**src/design/ssoe_pkg.sv**
```systemverilog
// ----------------------------------------------------------------------------
// ssoe_pkg - shared constants, types and helpers of the sorted set engine
// Element storage format, list sizing, command and mode codes, and the
// request bundle that drives one list memory.
// ----------------------------------------------------------------------------
`default_nettype none

package ssoe_pkg;

	localparam int unsigned MAX_ELEMENTS = 16;
	localparam int unsigned VALUE_WIDTH  = 32;

	localparam int unsigned ADDR_W = (MAX_ELEMENTS > 1) ? $clog2(MAX_ELEMENTS) : 1;
	localparam int unsigned CNT_W  = $clog2(MAX_ELEMENTS + 1);

	typedef logic [ADDR_W-1:0]      addr_t;
	typedef logic [CNT_W-1:0]       cnt_t;
	typedef logic [VALUE_WIDTH-1:0] elem_t;

	localparam logic [1:0] CMD_LOAD_A = 2'd0;
	localparam logic [1:0] CMD_LOAD_B = 2'd1;
	localparam logic [1:0] CMD_START  = 2'd2;

	localparam logic [1:0] MODE_UNION     = 2'd0;
	localparam logic [1:0] MODE_INTERSECT = 2'd1;
	localparam logic [1:0] MODE_A_MINUS_B = 2'd2;
	localparam logic [1:0] MODE_B_MINUS_A = 2'd3;

	typedef struct packed {
		logic  we;
		addr_t waddr;
		elem_t wdata;
		logic  re;
		addr_t raddr;
	} mem_req_t;

	// Keep the low element bits of a 32-bit beat; zero-fill when elements are wider.
	function automatic elem_t to_elem(input logic [31:0] v);
		logic [63:0] t;
		t = {32'd0, v};
		return t[VALUE_WIDTH-1:0];
	endfunction

	// Sign-extend a stored element and take its low 32 bits.
	function automatic logic [31:0] to_result(input elem_t v);
		logic [63:0] t;
		t = 64'(signed'(v));
		return t[31:0];
	endfunction

endpackage

`default_nettype wire

```
**src/design/sorted_set_operation_engine.sv**
```systemverilog
// ----------------------------------------------------------------------------
// sorted_set_operation_engine - union / intersection / differences of lists
// Keeps lists A and B sorted in two memories by insertion on every load,
// then walks both in merge order on start and emits the selected set result.
//
//   channel | direction | beat contents
//   --------+-----------+------------------------------------------------------
//   in      | sink      | command, element_value
//   out     | source    | result_value, last_item, empty_result, overflow_seen
//   cfg     | sink      | operation_mode (always ready)
//
// Load into an empty list writes the element directly. Otherwise each stored
// element greater than the new one is shifted up, from the end down, and the
// new element is written into the freed place: one read and one write of the
// list memory per shifted entry. A load into a full list is dropped.
// Start: one merge step per consumed head pair or head, at most count_a +
// count_b steps, each a head read then a compare; a closing step ends the run.
// A stalled out channel holds the merge walk; loads proceed while the last
// result beat waits. Reset clears counts, mode and flags; no memory clearing.
// ----------------------------------------------------------------------------
`default_nettype none

module sorted_set_operation_engine (
	input  wire                clk,
	input  wire                arst_n,
	input  wire                in_valid,
	output logic               in_ready,
	input  wire         [1:0]  command,
	input  wire  signed [31:0] element_value,
	output logic               out_valid,
	input  wire                out_ready,
	output logic signed [31:0] result_value,
	output logic               last_item,
	output logic               empty_result,
	output logic               overflow_seen,
	input  wire                cfg_valid,
	output logic               cfg_ready,
	input  wire         [1:0]  operation_mode
);

	typedef enum logic [2:0] {
		ST_IDLE,
		ST_INS,
		ST_INS_LAST,
		ST_MRD,
		ST_MCMP
	} state_t;

	state_t             state_q;
	logic [1:0]         mode_q;
	ssoe_pkg::cnt_t     cnt_a_q, cnt_b_q, ia_q, ib_q;
	logic               ovf_q;
	logic               sel_q;
	ssoe_pkg::addr_t    k_q;
	ssoe_pkg::elem_t    val_q;
	logic               pend_valid_q;
	ssoe_pkg::elem_t    pend_q;
	logic               out_valid_q, out_last_q, out_empty_q, out_ovf_q;
	logic [31:0]        out_value_q;

	ssoe_pkg::mem_req_t mem_a, mem_b, ins_req;
	ssoe_pkg::elem_t    rd_a, rd_b, rd_sel, load_val, emit_val;
	ssoe_pkg::cnt_t     cur_cnt, cur_cnt_m1;
	logic               in_acc, is_load, room, out_free, ins_gt, tgt_b;
	logic               have_a, have_b, en_eq, en_a, en_b;
	logic               done, emit, inc_a, inc_b, stall, out_push;

	ssoe_ram u_ram_a (.clk(clk), .req(mem_a), .rdata(rd_a));
	ssoe_ram u_ram_b (.clk(clk), .req(mem_b), .rdata(rd_b));

	assign in_ready   = (state_q == ST_IDLE);
	assign cfg_ready  = 1'b1;
	assign in_acc     = in_valid && in_ready;
	assign is_load    = (command == ssoe_pkg::CMD_LOAD_A) || (command == ssoe_pkg::CMD_LOAD_B);
	assign out_free   = !out_valid_q || out_ready;
	assign load_val   = ssoe_pkg::to_elem(element_value);
	assign cur_cnt    = (command == ssoe_pkg::CMD_LOAD_B) ? cnt_b_q : cnt_a_q;
	assign cur_cnt_m1 = cur_cnt - ssoe_pkg::cnt_t'(1);
	assign room       = cur_cnt < ssoe_pkg::cnt_t'(ssoe_pkg::MAX_ELEMENTS);
	assign rd_sel     = sel_q ? rd_b : rd_a;
	assign ins_gt     = $signed(rd_sel) > $signed(val_q);

	assign en_eq = (mode_q == ssoe_pkg::MODE_UNION) || (mode_q == ssoe_pkg::MODE_INTERSECT);
	assign en_a  = (mode_q == ssoe_pkg::MODE_UNION) || (mode_q == ssoe_pkg::MODE_A_MINUS_B);
	assign en_b  = (mode_q == ssoe_pkg::MODE_UNION) || (mode_q == ssoe_pkg::MODE_B_MINUS_A);

	assign have_a = ia_q < cnt_a_q;
	assign have_b = ib_q < cnt_b_q;

	// merge step decision on the two registered heads
	always_comb begin
		done     = 1'b0;
		emit     = 1'b0;
		inc_a    = 1'b0;
		inc_b    = 1'b0;
		emit_val = rd_a;
		if (have_a && have_b) begin
			if (rd_a == rd_b) begin
				emit  = en_eq;
				inc_a = 1'b1;
				inc_b = 1'b1;
			end else if ($signed(rd_a) < $signed(rd_b)) begin
				emit  = en_a;
				inc_a = 1'b1;
			end else begin
				emit     = en_b;
				emit_val = rd_b;
				inc_b    = 1'b1;
			end
		end else if (have_a) begin
			emit  = en_a;
			inc_a = en_a;
			done  = !en_a;
		end else if (have_b) begin
			emit     = en_b;
			emit_val = rd_b;
			inc_b    = en_b;
			done     = !en_b;
		end else begin
			done = 1'b1;
		end
		stall = done ? !out_free : (emit && pend_valid_q && !out_free);
	end

	assign out_push = (state_q == ST_MCMP) && !stall && (done || (emit && pend_valid_q));

	// memory requests
	always_comb begin
		ins_req = '0;
		tgt_b   = sel_q;
		mem_a   = '0;
		mem_b   = '0;
		unique case (state_q)
			ST_IDLE: begin
				tgt_b = (command == ssoe_pkg::CMD_LOAD_B);
				if (in_acc && is_load && room) begin
					if (cur_cnt == '0) begin
						ins_req.we    = 1'b1;
						ins_req.waddr = '0;
						ins_req.wdata = load_val;
					end else begin
						ins_req.re    = 1'b1;
						ins_req.raddr = cur_cnt_m1[ssoe_pkg::ADDR_W-1:0];
					end
				end
			end
			ST_INS: begin
				ins_req.we    = 1'b1;
				ins_req.waddr = k_q + ssoe_pkg::addr_t'(1);
				if (ins_gt) begin
					ins_req.wdata = rd_sel;
					if (k_q != '0) begin
						ins_req.re    = 1'b1;
						ins_req.raddr = k_q - ssoe_pkg::addr_t'(1);
					end
				end else begin
					ins_req.wdata = val_q;
				end
			end
			ST_INS_LAST: begin
				ins_req.we    = 1'b1;
				ins_req.waddr = '0;
				ins_req.wdata = val_q;
			end
			ST_MRD, ST_MCMP: begin
				ins_req = '0;
			end
			default: begin
				ins_req = '0;
			end
		endcase
		if (tgt_b) begin
			mem_b = ins_req;
		end else begin
			mem_a = ins_req;
		end
		if (state_q == ST_MRD) begin
			mem_a.re    = 1'b1;
			mem_a.raddr = ia_q[ssoe_pkg::ADDR_W-1:0];
			mem_b.re    = 1'b1;
			mem_b.raddr = ib_q[ssoe_pkg::ADDR_W-1:0];
		end
	end

	always_ff @(posedge clk or negedge arst_n) begin
		if (!arst_n) begin
			state_q      <= ST_IDLE;
			mode_q       <= ssoe_pkg::MODE_UNION;
			cnt_a_q      <= '0;
			cnt_b_q      <= '0;
			ia_q         <= '0;
			ib_q         <= '0;
			ovf_q        <= 1'b0;
			sel_q        <= 1'b0;
			k_q          <= '0;
			val_q        <= '0;
			pend_valid_q <= 1'b0;
			pend_q       <= '0;
			out_valid_q  <= 1'b0;
			out_value_q  <= '0;
			out_last_q   <= 1'b0;
			out_empty_q  <= 1'b0;
			out_ovf_q    <= 1'b0;
		end else begin
			if (cfg_valid && cfg_ready) begin
				mode_q <= operation_mode;
			end
			if (out_push) begin
				out_valid_q <= 1'b1;
			end else if (out_valid_q && out_ready) begin
				out_valid_q <= 1'b0;
			end
			unique case (state_q)
				ST_IDLE: begin
					if (in_acc) begin
						case (command) inside
							ssoe_pkg::CMD_LOAD_A, ssoe_pkg::CMD_LOAD_B: begin
								if (room) begin
									if (command == ssoe_pkg::CMD_LOAD_B) begin
										cnt_b_q <= cnt_b_q + ssoe_pkg::cnt_t'(1);
									end else begin
										cnt_a_q <= cnt_a_q + ssoe_pkg::cnt_t'(1);
									end
									sel_q <= (command == ssoe_pkg::CMD_LOAD_B);
									val_q <= load_val;
									k_q   <= cur_cnt_m1[ssoe_pkg::ADDR_W-1:0];
									if (cur_cnt != '0) begin
										state_q <= ST_INS;
									end
								end else begin
									ovf_q <= 1'b1;
								end
							end
							ssoe_pkg::CMD_START: begin
								ia_q         <= '0;
								ib_q         <= '0;
								pend_valid_q <= 1'b0;
								state_q      <= ST_MRD;
							end
							default: begin
								state_q <= ST_IDLE;
							end
						endcase
					end
				end
				ST_INS: begin
					if (ins_gt) begin
						if (k_q == '0) begin
							state_q <= ST_INS_LAST;
						end else begin
							k_q <= k_q - ssoe_pkg::addr_t'(1);
						end
					end else begin
						state_q <= ST_IDLE;
					end
				end
				ST_INS_LAST: begin
					state_q <= ST_IDLE;
				end
				ST_MRD: begin
					state_q <= ST_MCMP;
				end
				ST_MCMP: begin
					if (!stall) begin
						if (done) begin
							out_value_q  <= pend_valid_q ? ssoe_pkg::to_result(pend_q) : 32'd0;
							out_last_q   <= 1'b1;
							out_empty_q  <= !pend_valid_q;
							out_ovf_q    <= ovf_q;
							ovf_q        <= 1'b0;
							pend_valid_q <= 1'b0;
							state_q      <= ST_IDLE;
						end else begin
							if (emit) begin
								if (pend_valid_q) begin
									out_value_q <= ssoe_pkg::to_result(pend_q);
									out_last_q  <= 1'b0;
									out_empty_q <= 1'b0;
									out_ovf_q   <= ovf_q;
								end
								pend_q       <= emit_val;
								pend_valid_q <= 1'b1;
							end
							ia_q    <= ia_q + ssoe_pkg::cnt_t'(inc_a);
							ib_q    <= ib_q + ssoe_pkg::cnt_t'(inc_b);
							state_q <= ST_MRD;
						end
					end
				end
				default: begin
					state_q <= ST_IDLE;
				end
			endcase
		end
	end

	assign out_valid     = out_valid_q;
	assign result_value  = out_value_q;
	assign last_item     = out_last_q;
	assign empty_result  = out_empty_q;
	assign overflow_seen = out_ovf_q;

	a_cnt_bound: assert property (@(posedge clk) disable iff (!arst_n)
		(cnt_a_q <= ssoe_pkg::cnt_t'(ssoe_pkg::MAX_ELEMENTS)) &&
		(cnt_b_q <= ssoe_pkg::cnt_t'(ssoe_pkg::MAX_ELEMENTS)))
		else $error("list count beyond capacity");

	a_wr_in_range: assert property (@(posedge clk) disable iff (!arst_n)
		(mem_a.we |-> ssoe_pkg::cnt_t'(mem_a.waddr) <= cnt_a_q) and
		(mem_b.we |-> ssoe_pkg::cnt_t'(mem_b.waddr) <= cnt_b_q))
		else $error("insertion write beyond list fill");

	a_walk_bound: assert property (@(posedge clk) disable iff (!arst_n)
		(state_q == ST_MCMP) |-> (ia_q <= cnt_a_q) && (ib_q <= cnt_b_q))
		else $error("merge index past list end");

	a_empty_last: assert property (@(posedge clk) disable iff (!arst_n)
		(out_valid_q && out_empty_q) |-> out_last_q)
		else $error("empty result beat not marked last");

	a_ovf_cleared: assert property (@(posedge clk) disable iff (!arst_n)
		(state_q == ST_MCMP && !stall && done) |=> !ovf_q)
		else $error("overflow flag survived start");

endmodule

`default_nettype wire

```
**src/design/ssoe_ram.sv**
```systemverilog
// ----------------------------------------------------------------------------
// ssoe_ram - one list memory
// Single write port, single read port with enable; read data registered,
// held while no read is issued.
// ----------------------------------------------------------------------------
`default_nettype none

module ssoe_ram (
	input  wire                     clk,
	input  wire ssoe_pkg::mem_req_t req,
	output ssoe_pkg::elem_t         rdata
);

	ssoe_pkg::elem_t mem [ssoe_pkg::MAX_ELEMENTS];

	always_ff @(posedge clk) begin
		if (req.we) begin
			mem[req.waddr] <= req.wdata;
		end
		if (req.re) begin
			rdata <= mem[req.raddr];
		end
	end

endmodule

`default_nettype wire
```
**config.mk**
```make
export PLATFORM = sky130hd
export DESIGN_NAME = sorted_set_operation_engine
export DESIGN_NICKNAME = d
export VERILOG_FILES = /design/src/design/ssoe_pkg.sv /design/src/design/sorted_set_operation_engine.sv /design/src/design/ssoe_ram.sv
export SDC_FILE = /design/constraint.sdc
export NUM_CORES = 2
export LEC_CHECK = 0
export ABC_AREA = 1
export BUFFER_PORTS_ARGS = -buffer_cell sky130_fd_sc_hd__buf_2
export CAP_MARGIN = 10
export CORE_MARGIN = 1
export CORE_UTILIZATION = 65
export CTS_BUF_LIST = sky130_fd_sc_hd__clkbuf_8
export DETAILED_ROUTE_END_ITERATION = 6
export GPL_ROUTABILITY_DRIVEN = 0
export PLACE_DENSITY = 0.82
export SETUP_SLACK_MARGIN = 0.5
export SLEW_MARGIN = 15
export SYNTH_ARGS = -nofsm -noshare
export SYNTH_HDL_FRONTEND = slang
export SYNTH_SLANG_ARGS = --single-unit
```
**constraint.sdc**
```tcl
create_clock -name clk -period 11 [get_ports clk]
set_input_delay 1.1 -clock clk [delete_from_list [all_inputs] [get_ports clk]]
set_output_delay 1.1 -clock clk [all_outputs]
set_load 0.005 [all_outputs]
```
==> flow_metrics.py <==
metrics = {
    "route": {
        "dr.pass1.iters": 6,
        "vias": 40900,
        "ant_nets": 0,
        "drc_errors": 0,
        "wl_per_cell_um": 22.1,
        "wl_um": 149000,
        "drt_first_iter_violations": 5728,
        "detail_route.vias_per_cell": 6.06,
    },
    "final_layout": {
        "syn_to_final_growth_pct": 8.33,
        "layout-drive-gt1-share": 0.0845,
        "final_cell_mix": "nand2_1 (1418), nand3_1 (1175), edfxtp_1 (1088), inv_1 (720), clkbuf_8 (191)",
        "final_cell_area_um2": 59900,
        "layout_commonest_cell": "nand2_1",
        "nNetsFinal": 5600,
    },
    "sta": {
        "slew_viol_final": 0,
        "fin_crit_ns": 6.48,
        "fmax_mhz": 154,
        "hold_ws_ns": 0.235,
        "slew-limit-headroom": 0.114,
        "setup_violations": 0,
        "period_share": 0.589,
        "finalHoldViolCount": 0,
        "tns_ns": 0,
        "rsz0062_at_grt": "no",
        "finClkSkew_ns": 0.0575,
        "worst_pin_slew_ns": 1.33,
    },
    "global_routing": {
        "antenna_found_initial": 6,
        "grt_pass1_wl_um": 225000,
        "globalRouteTotalUtil": 0.349,
        "grt_max_degree": 199,
        "grt_pass1_vias": 39300,
        "grt.overflow.total": 0,
    },
    "clock_network": {
        "cts_buffers": 185,
        "postCtsSetupRepairBufs": 0,
        "h-tree-depth": 4,
        "worstSkewPairLatency_ns": 0.88,
        "cts_resized": 0,
        "clock-root-buffer": "clkbuf_8",
        "cts_hold_buf": 0,
        "cts.clk_slew.worst_paths_ns": 0.07,
        "cts_tree": "built",
        "cts_buffer_depth": 3,
        "clkSinkCount": 1220,
    },
    "flow_run": {
        "drv_cap": 0,
    },
    "yosys": {
        "synth_area_leaders": "edfxtp_1 (59%), nand3_1 (11%), nand2_1 (9.6%), dfrtp_1 (6.0%), inv_1 (4.5%)",
        "synthArstFlopShare": 0.108,
        "synthCells": 5455,
        "netlist_area_um2": 55300,
        "ys.flop_type": "edfxtp_1",
        "syn_avg_cell_area_um2": 10.1,
        "synth_nets": 5580,
        "synth_edf_count": 1088,
        "yosysUniqueCellTypes": 46,
        "yosysTopAreaCell": "edfxtp_1",
        "ys_ff_latch": 1220,
        "seq_area_frac_synth": 0.651,
        "yosys_warnings": 0,
        "synth_top_area_share": 0.591,
    },
    "die": {
        "die_w_um": 294,
        "start_util": 0.658,
        "core_area_um2": 84000,
        "die_h_um": 294,
        "num_rows": 106,
        "die-area_um2": 86200,
        "io_pins": 79,
    },
    "place": {
        "port_buffers": 77,
        "dpl_cell_area_um2": 56500,
        "dp_hpwl_um": 81200,
    },
    "setup_path": {
        "startpoint_type": "flip-flop",
        "cp_cell_sequence": "nand2_1 -> o21ai_0 -> inv_1 -> ha_1 -> nand2_1 -> nor2_1 -> nand2_1 -> nor2_1 -> nand2_1 -> nand3_1 -> nand2_1 -> nor2_4 -> nand3_2 -> nand2_2 -> nand2_8 -> nand2_8 -> buf_4 -> nand2_1 -> nand3_1 -> nand3_1 -> nand3_1 -> nand2_1",
        "worstPathArrival_ns": 7.03,
        "cpMostUsedCell": "nand2_1",
        "worstPathMaxFanout": 106,
        "critPathCaptureType": "flip-flop",
        "cpMaxStageDelayCell": "dfrtp_2",
        "max_stage_delay_ns": 1.10,
        "worstPathRequired_ns": 11.55,
        "worstSetupPathType": "reg2reg",
    },
    "power": {
        "vdd_ir_drop_max_mv": 0.280,
        "leakage_uw": 0.0254,
        "p_per_area_nw_per_um2": 264,
        "finalPower_uw": 15800,
    },
    "status": {
        "status": "finished, final reports clean",
    },
    "min_path": {
        "hold_path_class": "in2async",
    },
}
[stage by stage]
step / util / instances / setup slack (ns)
finish: 0.713 / 6756 / 4.52
global route: 0.713 / 6754 / 4.13
CTS: 0.713 / 6753 / 4.77
detailed placement: 0.673 / 6422 / 4.82
global placement: 0.673 / 6422 / 4.90
floorplan: - / 5455 / 5.76
[worst max-delay path, delay by kind of cell (launching register included)]
kind	cells	cell delay (ns)
buf+inv	2	0.99
compound gates	1	0.14
fa+ha+maj	1	0.36
simple gates	18	3.20
flops	1	1.10
[cell families (layout without fill, tap and decap cells)]
kind of cell / after synthesis / in the layout / share of synthesized area
DFF: 1220 / 1220 / 0.651
buffers and inverters: 999 / 1163 / 0.0752
xor gates and xnor gates: 13 / 13 / 0.00206
and+or+nand+nor: 2809 / 2809 / 0.221
AOI/OAI and AO/OA: 329 / 329 / 0.0323
adders and majority gates: 84 / 84 / 0.0190
other: 1 / 4 / 0.0000678
[path summary, 6_finish.rpt]
path / from / endpoint / slack [ns] / cells past startpoint
min in group clk: operation_mode[0] / mode_q[0] / 0.44 / 3
min reg2reg: overflow_seen / overflow_seen / 0.48 / 2
min: arst_n / cnt_b_q[0] / 0.23 / 1
max in group asynchronous: arst_n / val_q[14] / 9.40 / 2
max: sel_q / u_ram_a.rdata[19] / 4.52 / 22
max reg2reg: sel_q / u_ram_a.rdata[19] / 4.52 / 22
[metal layers]
layer / routed length, um / part of all wire / GRT usage
met1: 52100 / 0.35 / 0.456
met2: 66000 / 0.44 / 0.527
met3: 21700 / 0.15 / 0.0933
met4: 9340 / 0.063 / 0.208
met5: 20 / 0.00013 / 0
[report_power, final]
group	switching, uW	internal [uW]
clock	1750	1670
combinational	4190	1330
sequential	383	6510
total	6330	9510
[flip-flops by register name (all words and copies together), names as in the netlist, 4 cells and up]
register	count
cnt_a_q	5
cnt_b_q	5
ia_q	5
ib_q	5
k_q	4
pend_q	32
result_value	32
u_ram_a.mem	512
u_ram_a.rdata	32
u_ram_b.mem	512
u_ram_b.rdata	32
val_q	32
[layout make-up]
class | instances | area, um2
clock inverters | 140 | 732
flip-flops and latches | 1220 | 36000
diodes | 3 | 7.51
well taps | 1134 | 1420
inverters | 681 | 2560
clock buffers | 191 | 2630
fillers | 5639 | 24100
repair buffers | 151 | 960
multi-input cells | 3236 | 15600
[synth_stat cells (all sizes together), types with 12 or more instances]
| cell type | instances |
|---|---|
| nand2 | 1428 |
| edfxtp | 1088 |
| buf | 210 |
| dfrtp | 132 |
| nand3 | 1178 |
| nor2 | 172 |
| o22ai | 22 |
| inv | 681 |
| o21ai | 191 |
| clkbuf | 108 |
| ha | 84 |
| nand4 | 12 |
| a21oi | 88 |
No activity file was read; power rests on OpenSTA's default activity.
